--- config.mk ---
export PLATFORM = sky130hd
export DESIGN_NAME = calendar_from_unix_seconds
export DESIGN_NICKNAME = d
export VERILOG_FILES = /design/src/cfus_pkg.sv /design/src/cfus_split.sv /design/src/cfus_tod.sv /design/src/cfus_civil.sv /design/src/calendar_from_unix_seconds.sv
export SDC_FILE = /design/constraint.sdc
export NUM_CORES = 2
export LEC_CHECK = 0
export ABC_AREA = 1
export BUFFER_PORTS_ARGS = -buffer_cell sky130_fd_sc_hd__buf_2
export CAP_MARGIN = 20
export CORE_ASPECT_RATIO = 0.6
export CORE_UTILIZATION = 52
export CTS_CLUSTER_SIZE = 25
export DETAILED_ROUTE_END_ITERATION = 8
export PLACE_DENSITY = 0.68
export RECOVER_POWER = 100
export SKIP_LAST_GASP = 1
export SLEW_MARGIN = 10
export SYNTH_ARGS = -nofsm -noshare
export SYNTH_HDL_FRONTEND = slang
export SYNTH_HIERARCHICAL = 1
export SYNTH_SLANG_ARGS = --single-unit
--- constraint.sdc ---
create_clock -name clk -period 6.45 [get_ports clk]
set_input_delay 0.645 -clock clk [delete_from_list [all_inputs] [get_ports clk]]
set_output_delay 0.645 -clock clk [all_outputs]
set_load 0.005 [all_outputs]
--- src/cfus_pkg.sv ---
`timescale 1ns / 1ps
package cfus_pkg;

  // seconds to days: drop 7 low bits (86400 = 128 * 675), then divide by 675
  localparam int unsigned DAY_LO_BITS = 7;
  localparam logic [9:0]  DAY_LO_DIV  = 10'd675;
  localparam int unsigned DAY_MUL_K   = 34;
  localparam logic [24:0] DAY_MUL     = 25'((64'd1 << DAY_MUL_K) / 64'd675);

  // days to civil date, day count re-based to 0000-03-01
  localparam logic [23:0] EPOCH_SHIFT = 24'd719468;
  localparam logic [17:0] ERA_DAYS    = 18'd146097;
  localparam logic [17:0] ERA_LAST    = 18'd146096;
  localparam logic [15:0] ERA_YEARS   = 16'd400;
  localparam logic [8:0]  YEAR_DAYS   = 9'd365;
  localparam logic [3:0]  MP_WRAP     = 4'd10;
  localparam logic [3:0]  FEBRUARY    = 4'd2;
  localparam logic [3:0]  MONTH_MAR   = 4'd3;
  localparam logic [3:0]  MONTH_BACK  = 4'd9;

  // reciprocal multipliers, rounded up, exact over the operand ranges used
  localparam int unsigned ERA_MUL_K  = 42;
  localparam logic [24:0] ERA_MUL    = 25'(((64'd1 << ERA_MUL_K) + 64'd146096) / 64'd146097);
  localparam int unsigned Q4_MUL_K   = 29;
  localparam logic [18:0] Q4_MUL     = 19'(((64'd1 << Q4_MUL_K) + 64'd1459) / 64'd1460);
  localparam int unsigned CEN_MUL_K  = 34;
  localparam logic [18:0] CEN_MUL    = 19'(((64'd1 << CEN_MUL_K) + 64'd36523) / 64'd36524);
  localparam int unsigned YR_MUL_K   = 27;
  localparam logic [18:0] YR_MUL     = 19'(((64'd1 << YR_MUL_K) + 64'd364) / 64'd365);
  localparam int unsigned C100_MUL_K = 16;
  localparam logic [9:0]  C100_MUL   = 10'(((64'd1 << C100_MUL_K) + 64'd99) / 64'd100);
  localparam int unsigned MP_MUL_K   = 19;
  localparam logic [11:0] MP_MUL     = 12'(((64'd1 << MP_MUL_K) + 64'd152) / 64'd153);
  localparam int unsigned HR_MUL_K   = 29;
  localparam logic [17:0] HR_MUL     = 18'(((64'd1 << HR_MUL_K) + 64'd3599) / 64'd3600);
  localparam int unsigned MIN_MUL_K  = 18;
  localparam logic [12:0] MIN_MUL    = 13'(((64'd1 << MIN_MUL_K) + 64'd59) / 64'd60);

  localparam logic [11:0] SEC_PER_HOUR = 12'd3600;
  localparam logic [5:0]  SEC_PER_MIN  = 6'd60;

  // pipeline depths
  localparam int unsigned SPLIT_STAGES = 3;
  localparam int unsigned CIV_STAGES   = 11;
  localparam int unsigned TOD_CALC     = 5;
  localparam int unsigned TOD_DELAY    = CIV_STAGES - TOD_CALC;
  localparam int unsigned TOTAL_LAT    = SPLIT_STAGES + CIV_STAGES;

  typedef struct packed {
    logic        valid;
    logic [23:0] days;
    logic [16:0] tod;
  } split_t;

  typedef struct packed {
    logic        valid;
    logic [15:0] year;
    logic [3:0]  month;
    logic [4:0]  day;
  } date_t;

  typedef struct packed {
    logic [4:0] hour;
    logic [5:0] minute;
    logic [5:0] second;
  } tod_t;

  // day of a march-based year on which month slot mp starts
  function automatic logic [8:0] month_start(input logic [3:0] mp);
    logic [8:0] r;
    case (mp)
      4'd0:    r = 9'd0;
      4'd1:    r = 9'd31;
      4'd2:    r = 9'd61;
      4'd3:    r = 9'd92;
      4'd4:    r = 9'd122;
      4'd5:    r = 9'd153;
      4'd6:    r = 9'd184;
      4'd7:    r = 9'd214;
      4'd8:    r = 9'd245;
      4'd9:    r = 9'd275;
      4'd10:   r = 9'd306;
      4'd11:   r = 9'd337;
      default: r = 9'd0;
    endcase
    return r;
  endfunction

endpackage

--- src/cfus_split.sv ---
`timescale 1ns / 1ps
module cfus_split (
  input  logic                clk,
  input  logic                rst,
  input  logic                load,
  input  logic [39:0]         secs,
  output cfus_pkg::split_t    dout
);
  import cfus_pkg::*;

  logic        v1;
  logic [32:0] sx1;
  logic [6:0]  lo1;
  logic [57:0] p1;

  logic        v2;
  logic [32:0] sx2;
  logic [6:0]  lo2;
  logic [23:0] qe2;
  logic [32:0] pq2;

  logic [23:0] qe2_next;
  logic [10:0] r3;
  logic        ge3;
  logic [10:0] hi3;

  assign qe2_next = p1[57:34];

  // estimate is the true quotient or one below it
  always_comb begin
    r3  = 11'(sx2 - pq2);
    ge3 = (r3 >= 11'(DAY_LO_DIV));
    hi3 = ge3 ? (r3 - 11'(DAY_LO_DIV)) : r3;
  end

  always_ff @(posedge clk) begin
    if (rst) begin
      v1         <= 1'b0;
      v2         <= 1'b0;
      dout.valid <= 1'b0;
    end else begin
      v1         <= load;
      v2         <= v1;
      dout.valid <= v2;
    end
    sx1       <= secs[39:DAY_LO_BITS];
    lo1       <= secs[DAY_LO_BITS-1:0];
    p1        <= 58'(secs[39:DAY_LO_BITS]) * 58'(DAY_MUL);
    sx2       <= sx1;
    lo2       <= lo1;
    qe2       <= qe2_next;
    pq2       <= 33'(qe2_next) * 33'(DAY_LO_DIV);
    dout.days <= qe2 + 24'(ge3);
    dout.tod  <= {hi3[9:0], lo2};
  end

endmodule

--- src/cfus_tod.sv ---
`timescale 1ns / 1ps
module cfus_tod (
  input  logic                clk,
  input  logic [16:0]         tod,
  output cfus_pkg::tod_t      dout
);
  import cfus_pkg::*;

  logic [16:0] tod1;
  logic [34:0] ph1;
  logic [16:0] tod2;
  logic [4:0]  hr2;
  logic [16:0] hp2;
  logic [4:0]  hr3;
  logic [11:0] rem3;
  logic [4:0]  hr4;
  logic [11:0] rem4;
  logic [24:0] pm4;
  logic [4:0]  hr5;
  logic [11:0] rem5;
  logic [5:0]  mn5;
  logic [11:0] sp5;

  logic [4:0]  hr2_next;
  logic [5:0]  mn5_next;
  tod_t        calc;
  tod_t        dly [TOD_DELAY];

  assign hr2_next = ph1[33:29];
  assign mn5_next = pm4[23:18];

  always_comb begin
    calc.hour   = hr5;
    calc.minute = mn5;
    calc.second = 6'(rem5 - sp5);
  end

  always_ff @(posedge clk) begin
    tod1  <= tod;
    ph1   <= 35'(tod) * 35'(HR_MUL);
    tod2  <= tod1;
    hr2   <= hr2_next;
    hp2   <= 17'(hr2_next) * 17'(SEC_PER_HOUR);
    hr3   <= hr2;
    rem3  <= 12'(tod2 - hp2);
    hr4   <= hr3;
    rem4  <= rem3;
    pm4   <= 25'(rem3) * 25'(MIN_MUL);
    hr5   <= hr4;
    rem5  <= rem4;
    mn5   <= mn5_next;
    sp5   <= 12'(mn5_next) * 12'(SEC_PER_MIN);
    // delay line lines up with the date path
    dly[0] <= calc;
    for (int i = 1; i < TOD_DELAY; i++) begin
      dly[i] <= dly[i-1];
    end
  end

  assign dout = dly[TOD_DELAY-1];

endmodule

--- src/cfus_civil.sv ---
`timescale 1ns / 1ps
module cfus_civil (
  input  logic                clk,
  input  logic                rst,
  input  logic                valid,
  input  logic [23:0]         days,
  output cfus_pkg::date_t     dout
);
  import cfus_pkg::*;

  logic [CIV_STAGES-1:0] vld;

  logic [23:0] z1, z2, z3;
  logic [48:0] pe2;
  logic [23:0] eb3;
  logic [15:0] yb3, yb4, yb5, yb6, yb7, yb8, yb9, yb10;
  logic [17:0] doe4, doe5, doe6, doe7, doe8;
  logic [36:0] pa5, pb5;
  logic        last5;
  logic [17:0] t6;
  logic [36:0] py7;
  logic [8:0]  yoe8, yoe9, yoe10;
  logic [17:0] p365_8;
  logic [18:0] pc8;
  logic [8:0]  doy9, doy10;
  logic [22:0] pmp10;

  logic [6:0]  era3_next;
  logic [8:0]  yoe8_next;
  logic [10:0] v10_next;
  logic [3:0]  mp11;
  logic [3:0]  mon11;

  assign era3_next = pe2[48:42];
  assign yoe8_next = py7[35:27];
  assign v10_next  = {doy9, 2'b00} + 11'(doy9) + 11'd2;
  assign mp11      = pmp10[22:19];
  assign mon11     = (mp11 < MP_WRAP) ? (mp11 + MONTH_MAR) : (mp11 - MONTH_BACK);

  always_ff @(posedge clk) begin
    if (rst) begin
      vld <= '0;
    end else begin
      vld <= {vld[CIV_STAGES-2:0], valid};
    end
    z1     <= days + EPOCH_SHIFT;
    z2     <= z1;
    pe2    <= 49'(z1) * 49'(ERA_MUL);
    z3     <= z2;
    eb3    <= 24'(era3_next) * 24'(ERA_DAYS);
    yb3    <= 16'(era3_next) * ERA_YEARS;
    doe4   <= 18'(z3 - eb3);
    yb4    <= yb3;
    pa5    <= 37'(doe4) * 37'(Q4_MUL);
    pb5    <= 37'(doe4) * 37'(CEN_MUL);
    last5  <= (doe4 == ERA_LAST);
    doe5   <= doe4;
    yb5    <= yb4;
    // fold out the missing leap days to get a uniform 365-day year count
    t6     <= doe5 - 18'(pa5[36:29]) + 18'(pb5[36:34]) - 18'(last5);
    doe6   <= doe5;
    yb6    <= yb5;
    py7    <= 37'(t6) * 37'(YR_MUL);
    doe7   <= doe6;
    yb7    <= yb6;
    yoe8   <= yoe8_next;
    p365_8 <= 18'(yoe8_next) * 18'(YEAR_DAYS);
    pc8    <= 19'(yoe8_next) * 19'(C100_MUL);
    doe8   <= doe7;
    yb8    <= yb7;
    doy9   <= 9'(doe8 - (p365_8 + 18'(yoe8[8:2]) - 18'(pc8[18:16])));
    yoe9   <= yoe8;
    yb9    <= yb8;
    pmp10  <= 23'(v10_next) * 23'(MP_MUL);
    doy10  <= doy9;
    yoe10  <= yoe9;
    yb10   <= yb9;
    dout.year  <= 16'(yoe10) + yb10 + 16'(mon11 <= FEBRUARY);
    dout.month <= mon11;
    dout.day   <= 5'(doy10 - month_start(mp11) + 9'd1);
  end

  assign dout.valid = vld[CIV_STAGES-1];

endmodule

--- src/calendar_from_unix_seconds.sv ---
`timescale 1ns / 1ps
// unix seconds to gregorian date and time of day, fully pipelined
// a start passes the split stages and then the civil date stages before its done strobe
// throughput: one transaction per cycle, busy is low whenever rst is low
// the 14 stages are set by reciprocal multiplies, each followed by a register
// reset clears every valid bit; no done appears for items in flight at reset
module calendar_from_unix_seconds (
  input  logic        clk,
  input  logic        rst,
  input  logic        start,
  output logic        busy,
  input  logic [39:0] unix_seconds,
  output logic        done,
  output logic [15:0] year,
  output logic [3:0]  month,
  output logic [4:0]  day_of_month,
  output logic [4:0]  hour,
  output logic [5:0]  minute,
  output logic [5:0]  second
);
  import cfus_pkg::*;

  logic   load;
  split_t split;
  date_t  date;
  tod_t   tday;

  assign busy = rst;
  assign load = start && !busy;

  cfus_split u_split (
    .clk  (clk),
    .rst  (rst),
    .load (load),
    .secs (unix_seconds),
    .dout (split)
  );

  cfus_civil u_civil (
    .clk   (clk),
    .rst   (rst),
    .valid (split.valid),
    .days  (split.days),
    .dout  (date)
  );

  cfus_tod u_tod (
    .clk  (clk),
    .tod  (split.tod),
    .dout (tday)
  );

  assign done         = date.valid;
  assign year         = date.year;
  assign month        = date.month;
  assign day_of_month = date.day;
  assign hour         = tday.hour;
  assign minute       = tday.minute;
  assign second       = tday.second;

endmodule

==> flow_summary.yaml <==
global_route:
  grt_pass1_wl_um: 287000
  grt_pass1_vias: 52700
  grt.total_usage: 0.257
  grt_remaining_overflow: 0
  antenna_found_initial: 0
  grt_max_degree: 19
sta:
  worst_slew_pin_slew_ns: 1.10
  hold_viol: 0
  fin_skew_ns: 0.0362
  finalMaxSlewViolations: 0
  finalCriticalPeriod_ns: 6.17
  whs_ns: 0.103
  setup_viol_count_final: 0
  fin_crit_sh: 0.957
  max-slew-margin-rel: 0.267
  max_freq_mhz: 162
critical_path:
  worst_setup_path_end_kind: "register"
  start_kind: "register"
  path_cells: "clkbuf_2 > inv_1 > fa_1 > inv_1 > fa_1 > inv_1 > fa_1 > fa_1 > fa_1 > inv_1 > fa_1 > fa_1 > ha_1 > nand2_1 > nor2_4 > nor3b_1 > nand3_1 > nor2_1 > nand2_1 > nand4_1 > nand2_1"
  cp_top_family: "adder cells"
  crit_buf_inv: 5
  r2r_slack_ns: 0.28
  slowest_stage: "fa_1"
  cp.arrival_ns: 6.72
  worstSetupPathType: "register to register"
  crit_fanout: 6
  crit_top_cell: "fa_1"
  cp.required_ns: 6.99
  slowest_delay_ns: 0.55
route:
  avgViaCountPerCell: 5.19
  wire_per_inst_um: 17.8
  firstDrtPassIters: 8
  ant_nets: 0
  drt-initial-drc-count: 3740
  vias: 51600
  routed_wl_um: 177000
  drc_errors: 1
placement:
  postPlaceCellArea_sq_mm: 0.0762
  routabilityCongestion: 0.996
  io_buffers: 86
  dpl.hpwl_um: 154000
cells_and_area:
  fin_nets: 10600
  fill_cells: 12300
  stdcell_area_sq_mm: 0.0782
  area_delta_synth_final_pct: 7.14
  drive_above_1_share: 0.0340
  diodes: 0
logic_synthesis:
  syn_avg_cell_area_sq_um: 9.30
  synth_top_cell_area_share: 0.266
  syn_inst: 7849
  ys_types: 49
  seq_area_frac_synth: 0.194
  yosys_register_bits: 706
  synth_most_common_cell: "inv_1"
  synth-edff-count: 0
  async_reset_ff_frac: 0
  yosys.area.top_type: "ha_1"
  ys_top_cells_by_area: "ha_1 27%, fa_1 26%, dfxtp_1 19%"
  yosys_most_used_dff: "dfxtp_1"
  synth_nets: 10400
  yosysWarningCount: 6
  yosys-top-cells-count: "1909 x inv_1, 1551 x ha_1, 1017 x nand2_1, 937 x fa_1, 706 x dfxtp_1"
  synth_area_sq_mm: 0.0730
clocking:
  htreeDepth: 3
  cts_root_buf: "clkbuf_16"
  clk_latency_ns: 0.66
  cts_buffers: 66
  clockBufferDepth: 3
  clk_pin_slew_ns: 0.07
  clock-sinks: 706
  cts_tree: "yes"
outcome:
  status: "complete, but fails checks"
  violations: "design-rule violations"
floorplan:
  dieHeight_um: 292
  ios: 87
  floorplan.rows: 106
  die_area_sq_mm: 0.142
  core_area_sq_mm: 0.139
  initial_utilization: 0.524
  die_x_um: 486
flow_run:
  max-cap-violations: 0
worst_hold_path:
  hp-class: "input pin to register"
-- cells in the final DEF, fill, tap and decap left out, drive strengths merged, types with 3 or more instances in the layout --
| cell | instances |
|---|---|
| nand4 | 74 |
| a21oi | 343 |
| o211ai | 10 |
| nor4 | 16 |
| a31oi | 13 |
| xnor2 | 94 |
| ha | 1551 |
| fa | 937 |
| clkinv | 18 |
| o21ai | 181 |
| nand2 | 1046 |
| and3 | 4 |
| o21a | 12 |
| o31ai | 3 |
| buf | 88 |
| inv | 1935 |
| nor3b | 4 |
| o21bai | 36 |
| a21boi | 13 |
| xor2 | 116 |
| nor3 | 73 |
| nand3 | 214 |
| o2111ai | 3 |
| or2 | 3 |
| clkbuf | 143 |
| a221oi | 4 |
| nand3b | 13 |
| a211oi | 7 |
| dfxtp | 706 |
| nor2 | 406 |
| clkinvlp | 9 |
| a21o | 35 |
-- cell families after synthesis --
logic type | Yosys count | share of synthesized area
DFF | 706 | 0.194
adders and majority gates | 2488 | 0.523
AOI/OAI and AO/OA | 664 | 0.0506
xor gates and xnor gates | 210 | 0.0252
and+or+nand+nor | 1854 | 0.108
buffers and inverters | 1927 | 0.0992
-- timing repair --
action	4_1_cts	5_1_grt
endpoints found under the setup margin	1	12
setup buffers	0	1
hold buffers	0	0
gates resized for setup	1	11
pin swaps	0	1
-- layout make-up --
type / count / area (sq um) / area share
tap: 1836 / 2300 / 0.0294
clock buffer: 78 / 1810 / 0.0231
multi-input combinational: 5216 / 51500 / 0.659
timing repair buffer: 153 / 793 / 0.0101
sequential: 706 / 14100 / 0.181
clock inverter: 40 / 392 / 0.00501
inverter: 1924 / 7220 / 0.0924
-- sequential cells by signal, indices dropped and copies added (netlist names), 16 cells and up, named ones only --
name / cells
u_civil/doe4: 18
u_civil/doe5: 16
u_civil/dout: 25
u_civil/eb3: 18
u_civil/t6: 18
u_civil/z1: 24
u_civil/z2: 18
u_civil/z3: 18
u_split/dout: 42
u_split/p1: 24
u_split/qe2: 23
u_tod/dly: 102
-- per-layer routing --
metal / share of wire / wire length, um / track usage / up-vias
met2: 0.38 / 67900 / 0.355 / 1642
met4: 0.011 / 1940 / 0.0347 / 0
met3: 0.091 / 16100 / 0.0626 / 143
met1: 0.51 / 90900 / 0.408 / 24900
li1: - / - / - / 24900
met5: 0 / 0 / 0 / -
-- through the flow --
step / setup slack [ns] / utilization / instances / TNS, ns
floorplan: 0.743 / - / 7849 / 0
global placement: 0.0178 / 0.547 / 9834 / 0
detailed placement: 0.0115 / 0.547 / 9834 / 0
CTS: 0.00542 / 0.563 / 9952 / 0
global route: -0.0472 / 0.561 / 9953 / -0.0908
finish: 0.276 / 0.561 / 9953 / 0
-- path summary, 6_finish.rpt --
check | cells past startpoint | from | end
worst max-delay path | 21 | u_civil/z1[1]$_DFF_P_ | u_civil/pe2[45]$_DFF_P_
worst min-delay path | 1 | unix_seconds[0] | u_split/lo1[0]$_DFF_P_
worst max register to register | 21 | u_civil/z1[1]$_DFF_P_ | u_civil/pe2[45]$_DFF_P_
worst min register to register | 0 | u_civil/yb7[8]$_DFF_P_ | u_civil/yb8[8]$_DFF_P_
-- worst reg2reg max path: cells and delay by family (launching register included) --
kind                       cells  cell delay, ns
adders and majority gates      8            3.99
buffers and inverters          5            0.56
DFF                            1            0.37
and+or+nand+nor                8            1.13
Power is not shown: default switching activity piles up to over one toggle a cycle in this logic, so the estimate is an artifact.
